File: src/rtl/idg_pkg.sv
package idg_pkg;

  localparam int COORD_FRAC_BITS = 8;
  localparam int GAIN_FRAC_BITS  = 16;
  localparam int SAMPLE_W        = 16;
  localparam int COORD_W         = 16;
  localparam int DIFF_W          = COORD_W + 1;
  localparam int SQ_W            = 2 * COORD_W;
  localparam int SUM_W           = SQ_W + 2;
  localparam int ROOT_W          = (SUM_W + 1) / 2;
  localparam int GAIN_W          = GAIN_FRAC_BITS + 1;
  localparam int DIVISOR_W       = ROOT_W + 1;
  localparam int DIVIDEND_W      = GAIN_FRAC_BITS + COORD_FRAC_BITS + 1;
  localparam int QUOT_W          = DIVIDEND_W;

  typedef struct packed {
    logic signed [SAMPLE_W-1:0] left;
    logic signed [SAMPLE_W-1:0] right;
  } frame_t;

endpackage

File: src/rtl/idg_div_pipe.sv
// Pipelined restoring divider for the gain, one quotient bit per stage.
module idg_div_pipe (
  input  logic                                   clk,
  input  logic                                   rst,
  input  logic                                   en,
  input  logic                                   in_valid,
  input  logic [idg_pkg::DIVISOR_W-1:0]          in_divisor,
  input  idg_pkg::frame_t                        in_frame,
  output logic                                   out_valid,
  output logic [idg_pkg::QUOT_W-1:0]             out_quot,
  output idg_pkg::frame_t                        out_frame
);

  localparam int Q = idg_pkg::QUOT_W;
  localparam int D = idg_pkg::DIVISOR_W;
  localparam logic [Q-1:0] DIVIDEND =
    Q'(1) << (idg_pkg::GAIN_FRAC_BITS + idg_pkg::COORD_FRAC_BITS);

  logic [Q:0]         vld;
  logic [D:0]         rem  [Q+1];
  logic [Q-1:0]       quot [Q+1];
  logic [D-1:0]       dvs  [Q+1];
  idg_pkg::frame_t    frm  [Q+1];

  assign vld[0]  = in_valid;
  assign rem[0]  = '0;
  assign quot[0] = '0;
  assign dvs[0]  = in_divisor;
  assign frm[0]  = in_frame;

  for (genvar i = 0; i < Q; i++) begin : g_stage
    logic [D+1:0] shifted;
    logic         take;
    assign shifted = {rem[i], DIVIDEND[Q-1-i]};
    assign take    = shifted >= {2'b00, dvs[i]};
    always_ff @(posedge clk) begin
      if (rst) begin
        vld[i+1] <= 1'b0;
      end else if (en) begin
        vld[i+1] <= vld[i];
      end
      if (en) begin
        rem[i+1]  <= take ? (D+1)'(shifted - {2'b00, dvs[i]}) : (D+1)'(shifted);
        quot[i+1] <= {quot[i][Q-2:0], take};
        dvs[i+1]  <= dvs[i];
        frm[i+1]  <= frm[i];
      end
    end
  end

  assign out_valid = vld[Q];
  assign out_quot  = quot[Q];
  assign out_frame = frm[Q];

endmodule

File: config.mk
export PLATFORM = sky130hd
export DESIGN_NAME = idg_div_pipe
export DESIGN_NICKNAME = d
export VERILOG_FILES = /design/src/rtl/idg_pkg.sv /design/src/rtl/idg_div_pipe.sv
export SDC_FILE = /design/constraint.sdc
export NUM_CORES = 2
export LEC_CHECK = 0
export ABC_AREA = 1
export BUFFER_PORTS_ARGS = -buffer_cell sky130_fd_sc_hd__buf_2
export CORE_UTILIZATION = 57
export CTS_CLUSTER_DIAMETER = 80
export CTS_CLUSTER_SIZE = 28
export DETAILED_ROUTE_END_ITERATION = 7
export PLACE_DENSITY_LB_ADDON = 0.25
export SLEW_MARGIN = 20
export SYNTH_ARGS = -nofsm -noshare
export SYNTH_HDL_FRONTEND = slang
export SYNTH_SLANG_ARGS = --single-unit
export TNS_END_PERCENT = 5
File: constraint.sdc
create_clock -name clk -period 2.1 [get_ports clk]
set_input_delay 0.21 -clock clk [delete_from_list [all_inputs] [get_ports clk]]
set_output_delay 0.21 -clock clk [all_outputs]
set_load 0.01 [all_outputs]
==> results.toml <==
[run_status]
outcome = "complete, but fails checks"
violations = "negative setup slack"

[worst_setup_path]
rr_worst_depth = 11
worst-path-max-fanout = 9
cp-end-kind = "register"
critPathSlowestCell = "edfxtp_1"
crit_type = "reg -> reg"
r2r-end = "g_stage[11].shifted[11]"
cp.arrival_ps = 2730
crit_path_start_kind = "register"
max_stage_delay_ps = 510
cp_top_family = "simple AND/OR/NAND/NOR gates"
crit_required_ps = 2660
ff2ff_setup_slack_ps = -80
critPathBufInv = 2
rr_startpoint = "g_stage[10].shifted[1]"
path_cells = "ha_4 > ha_4 > inv_4 > nor2_4 > nand3_2 > o21bai_1 > nor2_2 > nand2_8 > clkbuf_16 > nand2_1 > nand2_1"

[layout]
diodes = 0
fillCellCount = 12300
fin_cells = 12800
synthToLayoutAreaGrowth_pct = 21.1
layout.nets = 11100
drive_gt1_share_pct = 21.5

[global_route]
antenna_found_initial = 0
grt_overflow = 0
grt_pass1_wl_um = 340000
track_usage_pct = 25.5
grt_max_degree = 102
grt_pass1_vias = 63700

[die]
coreArea_um2 = 167000
dieArea_um2 = 170000
start_util_pct = 57.4
fp-row-count = 150
die_h_um = 412
die_w_um = 412
io_pins = 112

[synthesis]
synth-xor-area-share_pct = 1.89
muxShareOfSynthArea_pct = 0
synth_area_um2 = 95900
yosysWarnings = 0
yosys.area_share.adder_pct = 6.12
ys_ff_latch = 2038
yosys.area_share.simple_pct = 19.5
ys_top_cells_by_area = "edfxtp_1 63%, nand2_1 12%, ha_1 5.6%"
syn_inst = 9182
synth.yosys.seq_area_share_pct = 63.6
synth_top_cell_by_area = "edfxtp_1"
synth-compound-area-share_pct = 2.46
synth_top_area_share_pct = 63.0
syn-mean-instance-area_um2 = 10.4
synth_top_family_by_area = "simple AND/OR/NAND/NOR gates"
synth.distinct_cells = 40

[pwr]
power.density_nw_per_um2 = 1280
ir_drop_mv = 0.957
p_leak_uw = 0.0516

[timing]
hold_violations = 0
fmax_mhz = 459
relSlewSlack_pct = 58.7
worst_pin_slew_ps = 620
rsz0062_at_grt = "yes"
setup_tns_ps = -1560
setup_violations = 52
min_period_ps = 2180
slew_violations = 0
clock_skew_ps = 41.3
layout_setup_ws_ps = -76.5
period_share_pct = 104

[route]
antenna_left = 0
dr_total_vias = 65900
vias_per_cell = 5.14
initialDrtViolationCount = 4898
first_pass_iters = 7
wire_per_inst_um = 17.3
wirelength_um = 222000
drc = 0

[placement]
dp.cells = 12400
port_buffers = 111
gp_congestion = 0.937
dp_hpwl_um = 165000

[hold_path]
hold_depth = 2
hold_path_class = "in -> reg"
hold_start = "in_frame[16]"
hold_end = "frm[784]"

[clock_network]
cts_tree = "built"
clkTransAtPathRegs_ps = 100
clock_latency_ps = 800
ctsHtreeMaxLevel = 3
clock-root-buffer = "clkbuf_16"
cts_buffer_depth = 3
cts_buffers = 102
cts_sinks = 2038

[flow_run]
maxCapViolations = 0
-- layout make-up --
type / instances / area [um2] / share of cell area, %
Clock buffer: 116 / 2610 / 2.24
Clock inverter: 51 / 832 / 0.717
Inverter: 1338 / 5080 / 4.38
Multi-Input combinational cell: 5667 / 32700 / 28.2
Sequential cell: 2038 / 60900 / 52.5
Tap cell: 2204 / 2760 / 2.38
Timing Repair Buffer: 1404 / 11100 / 9.58
Timing Repair inverter: 5 / 38.8 / 0.0334
-- logic make-up after synthesis --
logic type | after synthesis
AO/OA/AOI/OAI | 463
XOR/XNOR | 207
adder cells (fa/ha/maj) | 455
buffers and inverters | 1484
flip-flops | 2038
other | 1
AND/OR/NAND/NOR | 4534
-- synth_stat cells --
| master | instances |
|---|---|
| nand2_1 | 3139 |
| edfxtp_1 | 2013 |
| inv_1 | 1305 |
| nor2_1 | 533 |
| nand3_1 | 488 |
| ha_1 | 432 |
| a21oi_1 | 324 |
| xor2_1 | 183 |
| o21ai_0 | 110 |
| nand3b_1 | 106 |
| nor3_1 | 88 |
| buf_4 | 78 |
| buf_6 | 44 |
| nand2_2 | 38 |
| inv_2 | 33 |
| nor2_2 | 29 |
| and2_1 | 26 |
| dfxtp_1 | 25 |
| xnor2_1 | 24 |
| fa_1 | 23 |
| nand4_1 | 23 |
| nand3_2 | 16 |
| buf_2 | 13 |
| nor3b_1 | 13 |
| nor2b_1 | 12 |
| o21bai_1 | 12 |
| o21ai_1 | 11 |
| or2_1 | 11 |
| clkbuf_1 | 8 |
| and3_1 | 7 |
| or2_2 | 3 |
| buf_8 | 2 |
| nor4_1 | 2 |
| o211ai_1 | 2 |
| a21boi_0 | 1 |
| a21o_1 | 1 |
| a41oi_1 | 1 |
| buf_1 | 1 |
| conb_1 | 1 |
| o21a_1 | 1 |
-- registers in the layout, indices dropped and copies added, names as in the netlist --
name / cells
dvs: 432
frm: 768
g_stage.shifted: 456
out_frame: 32
out_quot: 25
out_valid: 1
quot: 300
vld: 24
-- repair_timing --
action	4_1_cts	5_1_grt
cloned	0	10
hold endpoints to repair	174	0
pin swaps	9	111
endpoints found under the setup margin	371	443
hold buffers	55	0
gates resized for setup	188	627
buffers inserted	26	122
-- through the flow --
stage          hold slack [ps]  area, um2  worst slack (ps)  utilization, %  power, uW
2_1_floorplan              309      95900              62.5               -      93200
3_3_place_gp               388     107000              -345            63.9     116000
3_5_place_dp               388     107000              -343            63.9     117000
4_1_cts                   55.2     112000             -60.9            66.9     143000
5_1_grt                   76.8     116000              -147            69.5     158000
6_report                   124     116000             -76.5            69.5     149000
-- routing by layer --
layer,track usage (%),wire [um]
met1,34.6,96700
met2,43.6,109000
met3,2.59,9560
met4,7.37,6830
met5,0,0
-- report_power, final --
| group | switching (uW) | internal [uW] |
|---|---|---|
| sequential | 4800 | 53800 |
| combinational | 37900 | 28700 |
| clock | 13700 | 9840 |
-- placed cells by master (no fill, tap or decap), drive strengths merged --
cell type,Yosys,final
nand2,3177,3177
edfxtp,2013,2013
inv,1338,1376
buf,138,1345
nor2,562,562
nand3,504,504
ha,432,432
a21oi,324,324
xor2,183,183
o21ai,121,121
clkbuf,8,120
nand3b,106,106
nor3,88,88
dlygate4sd3,0,55
and2,26,26
dfxtp,25,25
xnor2,24,24
nand4,23,23
fa,23,23
clkinv,0,15
or2,14,14
nor3b,13,13
o21bai,12,12
nor2b,12,12
conb,1,8
and3,7,7
o211ai,2,2
nor4,2,2
clkinvlp,0,2
a21o,1,1
a21boi,1,1
a41oi,1,1
o21a,1,1
bufinv,0,1
-- how the worst max path moves through the flow --
stage                         endpoint  cells past startpoint  slack [ps]              startpoint
3_5_place_dp   g_stage[12].shifted[15]                     10        -340                dvs[267]
6_report       g_stage[11].shifted[11]                     11         -80  g_stage[10].shifted[1]
4_1_cts        g_stage[17].shifted[14]                     10         -60                dvs[163]
2_1_floorplan  g_stage[20].shifted[13]                     12          60                dvs[108]
3_3_place_gp   g_stage[12].shifted[15]                     10        -340  g_stage[11].shifted[9]
5_1_grt         g_stage[19].shifted[5]                     13        -150                dvs[139]
Note: power is estimated with default switching activity, not from simulation.
