[config.mk]
export PLATFORM = sky130hd
export DESIGN_NAME = idg_sqrt_pipe
export DESIGN_NICKNAME = d
export VERILOG_FILES = /design/src/rtl/idg_pkg.sv /design/src/rtl/idg_sqrt_pipe.sv
export SDC_FILE = /design/constraint.sdc
export NUM_CORES = 1
export LEC_CHECK = 0
export ABC_AREA = 1
export BUFFER_PORTS_ARGS = -buffer_cell sky130_fd_sc_hd__buf_2
export CAP_MARGIN = 20
export CORE_MARGIN = 5
export CORE_UTILIZATION = 64
export CTS_BUF_LIST = sky130_fd_sc_hd__clkbuf_16
export DETAILED_ROUTE_END_ITERATION = 10
export PLACE_DENSITY = 0.8
export SLEW_MARGIN = 20
export SYNTH_ARGS = -nofsm -noshare
export SYNTH_HDL_FRONTEND = slang
export SYNTH_SLANG_ARGS = --single-unit
[constraint.sdc]
create_clock -name clk -period 4.7 [get_ports clk]
set_clock_uncertainty 0.05 [all_clocks]
set_input_delay 0.94 -clock clk [delete_from_list [all_inputs] [get_ports clk]]
set_output_delay 0.94 -clock clk [all_outputs]
set_load 0.05 [all_outputs]
[src/rtl/idg_pkg.sv]
package idg_pkg;

  localparam int COORD_FRAC_BITS = 8;
  localparam int GAIN_FRAC_BITS  = 16;
  localparam int SAMPLE_W        = 16;
  localparam int COORD_W         = 16;
  localparam int DIFF_W          = COORD_W + 1;
  localparam int SQ_W            = 2 * COORD_W;
  localparam int SUM_W           = SQ_W + 2;
  localparam int ROOT_W          = (SUM_W + 1) / 2;
  localparam int GAIN_W          = GAIN_FRAC_BITS + 1;
  localparam int DIVISOR_W       = ROOT_W + 1;
  localparam int DIVIDEND_W      = GAIN_FRAC_BITS + COORD_FRAC_BITS + 1;
  localparam int QUOT_W          = DIVIDEND_W;

  typedef struct packed {
    logic signed [SAMPLE_W-1:0] left;
    logic signed [SAMPLE_W-1:0] right;
  } frame_t;

endpackage

[src/rtl/idg_sqrt_pipe.sv]
// Pipelined integer square root, one result bit per stage.
module idg_sqrt_pipe (
  input  logic                                   clk,
  input  logic                                   rst,
  input  logic                                   en,
  input  logic                                   in_valid,
  input  logic [idg_pkg::SUM_W-1:0]              in_sum,
  input  idg_pkg::frame_t                        in_frame,
  output logic                                   out_valid,
  output logic [idg_pkg::ROOT_W-1:0]             out_root,
  output idg_pkg::frame_t                        out_frame
);

  localparam int N = idg_pkg::ROOT_W;
  localparam int RW = 2 * N;

  logic [N:0]                     vld;
  logic [RW-1:0]                  rem  [N+1];
  logic [N-1:0]                   root [N+1];
  idg_pkg::frame_t                frm  [N+1];

  assign vld[0]  = in_valid;
  assign rem[0]  = RW'(in_sum);
  assign root[0] = '0;
  assign frm[0]  = in_frame;

  for (genvar i = 0; i < N; i++) begin : g_stage
    localparam int SH = 2 * (N - 1 - i);
    logic [RW-1:0] trial;
    logic          take;
    assign trial = ({{(RW-N){1'b0}}, root[i]} << (SH + 2)) | (RW'(1) << SH);
    assign take  = rem[i] >= trial;
    always_ff @(posedge clk) begin
      if (rst) begin
        vld[i+1] <= 1'b0;
      end else if (en) begin
        vld[i+1] <= vld[i];
      end
      if (en) begin
        rem[i+1]  <= take ? rem[i] - trial : rem[i];
        root[i+1] <= {root[i][N-2:0], take};
        frm[i+1]  <= frm[i];
      end
    end
  end

  assign out_valid = vld[N];
  assign out_root  = root[N];
  assign out_frame = frm[N];

endmodule

==> results of run 1 <==
==> Yosys cell counts, types with 21 or more instances <==
cell type  instances
nand2_1         1297
edfxtp_1        1241
buf_4             40
inv_1            635
ha_1             166
o21ai_0           77
nand3_1          261
nor3_1            44
xor2_1            86
a21oi_2           33
nand3b_1          37
a21oi_1          180
nand4_1           72
nor2_1           392
o21ai_2           21
xnor2_1           47
nor4_1            41
==> kinds of logic after synthesis <==
family                   Yosys count  synth area share, %
flip-flops                      1258                 68.0
AND/OR/NAND/NOR                 2204                 16.8
buffers and inverters            719                 5.40
AO/OA/AOI/OAI                    369                 3.95
XOR/XNOR                         133                 2.11
adder cells (fa/ha/maj)          166                 3.76
==> final timing paths <==
check / startpoint / to / slack [ps] / cells after the start
setup / recovery: rem[142] / rem[116] / 1760 / 14
setup reg to reg: rem[142] / rem[116] / 1760 / 14
hold / removal: in_sum[22] / rem[566] / 330 / 1
hold reg to reg: g_stage[15].trial[11] / g_stage[16].trial[10] / 330 / 0
==> flip-flops by register name (all words and copies together) (netlist names) <==
name           count
g_stage.trial    136
out_valid          1
frm              512
rem              544
out_root          17
vld               16
out_frame         32
==> per-layer routing <==
| metal | GRT usage (%) | part of all wire, % | wire, um |
|---|---|---|---|
| met1 | 33.2 | 39 | 47200 |
| met2 | 46.3 | 50 | 61600 |
| met4 | 11.9 | 4.8 | 5900 |
| met5 | 0 | 0 | 0 |
| met3 | 3.71 | 6.5 | 7920 |
==> where the power goes <==
part	switching [mW]	internal (mW)	total, mW
Combinational	2.87	1.41	4.28
Clock	4.23	5.79	10.0
Sequential	0.646	13.6	14.3
==> critical path: cells and delay by family (launching register included) <==
kind	cells	cell delay, ps
DFF	1	450
adders and majority gates	1	230
and+or+nand+nor	10	1320
buffers and inverters	3	560
==> stage by stage <==
step | setup WS (ps) | cells | area, sq um
floorplan | 2630 | 4849 | 55300
global placement | 1980 | 6081 | 57200
detailed placement | 1900 | 6081 | 57200
CTS | 1810 | 6301 | 61400
global route | 1580 | 6301 | 61400
finish | 1760 | 6301 | 61400
==> cell usage in the layout, fill, tap and decap left out, types with 77 or more instances in the layout <==
master,Yosys,routed
nand2_1,1297,1297
edfxtp_1,1241,1241
inv_1,635,658
nor2_1,392,392
nand3_1,261,261
a21oi_1,180,180
ha_1,166,166
clkbuf_16,0,121
buf_2,8,118
xor2_1,86,86
o21ai_0,77,77
==> cell type report <==
class | instances | area (sq um) | area share, %
well taps | 1144 | 1430 | 2.33
clock buffers | 121 | 3030 | 4.94
multi-input cells | 2872 | 14700 | 24.0
clock inverters | 99 | 1080 | 1.77
flip-flops and latches | 1258 | 37600 | 61.3
inverters | 650 | 2440 | 3.98
repair buffers | 157 | 1040 | 1.70
==> summary.md, run 1 <==
| Metric | Value |
|---|---|
| Run status | finished clean |
| Arrival @ worst endpoint | 3320 ps |
| #FFs+latches synth | 1,258 |
| Clock latency at the later pin of the worst-skew pair | 750 ps |
| Detailed Route Iter0 Violations | 3,322 |
| Area grow syn2layout | 10.9% |
| Fill cell count | 5,783 |
| Chip width | 304 um |
| Power Dens Cells | 466 nW/um^2 |
| Worst slew pin tran | 744 ps |
| Die area | 92,400 sq um |
| CTS buffer count | 119 |
| Hold buffers post-CTS | 0 |
| Synth top area cells | edfxtp_1 (67%), nand2_1 (8.8%), inv_1 (4.3%), ha_1 (3.8%), nor2_1 (2.7%) |
| Final nets | 5,294 |
| RSZ-0062 raised after global routing | no |
| Worst relative slew slack | 49.9% |
| DR vias/cell | 5.61 |
| Vias | 35,400 |
| CP Cell Sequence | inv_1 > ha_1 > inv_1 > nand3_1 > nand3_1 > nand2_1 > nand2_1 > nand2_1 > nand2_1 > nand2_1 > nand2_2 > inv_2 > nand2_1 > nand2_1 |
| Pin count of the biggest net entering global routing | 109 |
| I/O Buffers | 119 |
| # setup viols final | 0 |
| Highest clock rate | 340 MHz |
| Mean post-synth cell area | 11.4 sq um |
| Cells after synthesis | 4,849 |
| Total power | 28.6 mW |
| Crit path launch type | register |
| Initial Utilization | 64.7% |
| Layout cells sized above 1 | 8.65% |
| Maxcap violations | 0 |
| Hold crit path type | input pin to register |
| GRT Overall Usage | 26.5% |
| CTS root buf | clkbuf_16 |
| Yosys warns | 0 |
| Crit. End Element | register |
| Cell taking the most area after synthesis | edfxtp_1 |
| Seq/Total Area, Yosys | 68.0% |
| Io pins | 120 |
| CTS Buffer Depth | 3 |
| Final GP Congestion | 0.947 |
| Layout Utilization | 71.8% |
| Min cycle time layout | 2940 ps |
| WHS | 331 ps |
| Syn nets | 5,085 |
| First-pass GRT wire length | 193 mm |
| Static leakage | 25.1 nW |
| EDFF count, synth | 1,241 |
| TritonRoute pass-1 iters | 8 |
| Setup TNS | 0 ps |
| Clock net sink count | 1,258 |
| Max rail drop VDD | 0.000505 V |
| CTS resizes | 0 |
| Residual DRC count | 0 |
| Grt total ovfl | 0 |
| Vias in the first global route | 35,400 |
| CP max FO | 23 |
| Avg WL per Cell | 19.5 um |
| Most used cell, CP | nand2_1 |
| Mapped Area | 55,300 sq um |
| Setup bufs post-CTS | 0 |
| Max-slew violation total from the final report | 0 |
| Clock Pin Slew Worst Setup and Hold Paths | 60 ps |
| Die Y | 304 um |
| Antenna cells | 0 |
| CTS tree | done |
| Top-area cell type share of the netlist area | 67.4% |
| Setup Crit Path Kind | register to register |
| DPL Wire Length | 82.6 mm |
| Max stage delay on crit path | 450 ps |
| WL final | 123 mm |
| Hold Fails Final Rpt | 0 |
| Max H-tree Level | 3 |
| Row cnt | 107 |
| Ys async rst share | 0% |
| Initial antenna violation count | 0 |
| Critical Path RT | 5070 ps |
| Core box area | 85,400 sq um |
| Post-synth cell types | 53 |
| Main synth FF type | edfxtp_1 |
| Final period util | 62.6% |
| Antenna Violating Nets Remaining | 0 |
| Cell with the largest stage delay on the worst path | edfxtp_1 |
Note: power is estimated with default switching activity, not from simulation.
==> run 2, diff against run 1 <==
--- a/config.mk
+++ b/config.mk
@@ -5,14 +5,14 @@
 export SDC_FILE = /design/constraint.sdc
 export NUM_CORES = 1
 export LEC_CHECK = 0
-export ABC_AREA = 1
+export ABC_AREA = 0
 export BUFFER_PORTS_ARGS = -buffer_cell sky130_fd_sc_hd__buf_2
 export CAP_MARGIN = 20
 export CORE_MARGIN = 5
-export CORE_UTILIZATION = 64
+export CORE_UTILIZATION = 56
 export CTS_BUF_LIST = sky130_fd_sc_hd__clkbuf_16
 export DETAILED_ROUTE_END_ITERATION = 10
-export PLACE_DENSITY = 0.8
+export PLACE_DENSITY = 0.74
 export SLEW_MARGIN = 20
 export SYNTH_ARGS = -nofsm -noshare
 export SYNTH_HDL_FRONTEND = slang
==> constraint.sdc (replaced) <==
create_clock -name clk -period 2.5 [get_ports clk]
set_clock_uncertainty 0.05 [all_clocks]
set_input_delay 0.5 -clock clk [delete_from_list [all_inputs] [get_ports clk]]
set_output_delay 0.5 -clock clk [all_outputs]
set_load 0.05 [all_outputs]
==> run 2 against run 1 <==
The run now ends with negative setup slack left. Largest cell class unchanged. Critical path depth fell by 4. Sequential share of layout area fell by 4.1 points. Count of clock-buffer cells in the layout fell by 3. Final area rose by 7.2%. Critical endpoint is now rem[38]. Highest routed layer unchanged.
==> summary.md, run 2 <==
| Metric | Value |
|---|---|
| RSZ-0062 raised after global routing | yes |
| Antenna Violating Nets Remaining | 0 |
| Met3 Usage GRT | 2.95% |
| Syn nets | 3,403 |
| Detailed Route Iter0 Violations | 2,137 |
| Final period util | 118% |
| Post-Synth Simple-Gate Area | 7.88% |
| Hold crit path type | input pin to register |
| Mean post-synth cell area | 15.8 sq um |
| Synth Area in XOR/XNOR | 3.82% |
| EDFF count, synth | 1,241 |
| Maxcap violations | 0 |
| Cell taking the most area after synthesis | edfxtp_1 |
| Layout cells sized above 1 | 36.1% |
| Max rail drop VDD | 0.000745 V |
| Pre-CTS setup slack | -648 ps |
| Grt total ovfl | 0 |
| Worst slew pin tran | 672 ps |
| R2R cell count | 10 |
| Met2 GRT Util | 42.6% |
| Most frequent cell after synthesis | edfxtp_1 |
| Mux contribution to synthesized area | 0.989% |
| Max-slew violation total from the final report | 0 |
| WHS | 60.1 ps |
| Critical Path RT | 2880 ps |
| Io pins | 120 |
| Layout Utilization | 74.3% |
| Row cnt | 109 |
| Hold Fails Final Rpt | 0 |
| Most frequent cells in the layout | edfxtp_1 (1,241), buf_4 (603), inv_1 (184), nor2_1 (138), clkbuf_16 (120) |
| Die area | 95,300 sq um |
| Synth top area cells | edfxtp_1 (75%), ha_1 (4.2%), xnor2_1 (2.1%), xor2_1 (1.8%), inv_1 (1.4%) |
| Core box area | 88,500 sq um |
| CTS root buf | clkbuf_16 |
| Top post-synthesis cells by count | edfxtp_1 (1,241), inv_1 (191), nor2_1 (186), ha_1 (166), nand2_1 (156) |
| Vias in the first global route | 31,100 |
| CTS tree | done |
| Worst relative slew slack | 54.9% |
| Max H-tree Level | 3 |
| Antenna cells | 0 |
| CTS Buffer Depth | 3 |
| Setup Crit Path Kind | register to register |
| GRT Max-Usage Layer | met2 |
| Min cycle time layout | 2950 ps |
| Register area | 37,600 sq um |
| Final nets | 4,339 |
| Chip width | 309 um |
| Crit path launch type | register |
| Highest clock rate | 339 MHz |
| Static leakage | 25.0 nW |
| Grt met1 use | 23.3% |
| Main synth FF type | edfxtp_1 |
| TritonRoute pass-1 iters | 5 |
| Clock latency at the later pin of the worst-skew pair | 710 ps |
| Pin count of the biggest net entering global routing | 112 |
| Fill cell count | 4,905 |
| I/O Buffers | 119 |
| Power Dens Cells | 821 nW/um^2 |
| Main combinational cell family by area after synthesis | simple AND/OR/NAND/NOR gates |
| Failing checks | negative setup slack |
| Yosys warns | 0 |
| CP max FO | 5 |
| WL final | 110 mm |
| Arrival @ worst endpoint | 3330 ps |
| DPL Wire Length | 62.1 mm |
| # setup viols final | 184 |
| GRT Overall Usage | 21.7% |
| Cells after synthesis | 3,167 |
| Avg WL per Cell | 20.6 um |
| Placed Area | 56,300 sq um |
| DR vias/cell | 5.54 |
| Multi-input logic area | 14,600 sq um |
| Area grow syn2layout | 31.6% |
| Initial antenna violation count | 0 |
| PnR worst setup slack | -446 ps |
| First-pass GRT wire length | 164 mm |
| Final GP Congestion | 0.899 |
| Clock Pin Slew Worst Setup and Hold Paths | 60 ps |
| Post-synthesis compound-gate area fraction | 5.55% |
| Post-synth cell types | 76 |
| CTS buffer count | 118 |
| Post-synthesis adder-cell area fraction | 4.16% |
| Die Y | 309 um |
| #FFs+latches synth | 1,258 |
| Seq/Total Area, Yosys | 75.3% |
| Cell area after layout | 65,800 sq um |
| Largest Register | rem |
| Clock net sink count | 1,258 |
| Initial Utilization | 56.5% |
| Top-area cell type share of the netlist area | 74.6% |
| Max FFs per register | 544 |
| Ys async rst share | 0% |
| Most common cell after layout, fill and taps aside | edfxtp_1 |
| Vias | 29,800 |
| Worst hold stages | 2 |
| Mapped Area | 50,000 sq um |
| Crit. End Element | register |
| Residual DRC count | 0 |
| Run status | finished with violations |
## run 2: cell types whose count changed in the layout (fill, tap and decap cells not counted), sizes merged, moves of 38 or more
cell and change:
a21o +38, a21oi -73, buf +669, dlygate4sd3 +65, inv -457, nand2 -1155
nand3 -226, nor2 -220, nor3 +39, xnor2 +71
## run 2: what timing repair did
item / CTS / global route
resized for setup: 423 / 310
endpoints found under the hold margin: 65 / 0
buffers inserted: 119 / 83
setup endpoints to repair: 233 / 252
pin swaps: 179 / 154
cloned: 9 / 2
hold buffers: 65 / 0
## run 2: per-layer routing
layer	vias to the layer above	wire length, um
met5	-	0
met3	328	3950
met2	892	62200
met1	14700	38600
met4	0	5620
li1	13800	-
## run 2: worst paths after layout
check              from                    to  slack, ps
min reg2reg    frm[102]               frm[70]        370
max reg2reg     rem[94]               rem[38]       -450
min          in_sum[33]  g_stage[1].trial[32]         60
max             rem[94]               rem[38]       -450
## run 2: stage by stage
step | setup TNS (ps) | power, mW | cells
after floorplan | -5460 | 30.9 | 3167
after global placement | -48120 | 34.0 | 4893
after detailed placement | -62150 | 34.3 | 4893
after CTS | -23220 | 52.9 | 5302
after global routing | -60630 | 56.1 | 5370
final | -42850 | 54.0 | 5370
## run 2: critical path, stage by stage (launching register included)
cell	delay [ps]
edfxtp_1	390
or3_4	400
or4_4	570
nor2_4	120
nor4bb_4	320
o21a_2	260
clkinv_4	120
buf_12	170
buf_12	140
nor2_4	90
a21oi_2	40
## run 2: cells by family (layout without fill, tap and decap cells)
kind of cell	count (synthesis)	after routing
AOI/OAI and AO/OA	446	446
xor gates and xnor gates	218	218
adders and majority gates	166	166
buffers and inverters	272	1310
DFF	1258	1258
muxes	46	46
and+or+nand+nor	761	761
## run 2: report_power, final
group          switching, mW  internal, mW
logic                   4.77          4.71
clock network           7.87          9.79
registers               1.23          25.6
## run 2: final cells by class
cell class,count,share of cell area [%]
Clock buffer,118,4.49
Clock inverter,104,1.34
Inverter,194,1.15
Multi-Input combinational cell,1637,22.2
Sequential cell,1258,57.2
Tap cell,1165,2.22
Timing Repair Buffer,894,11.4
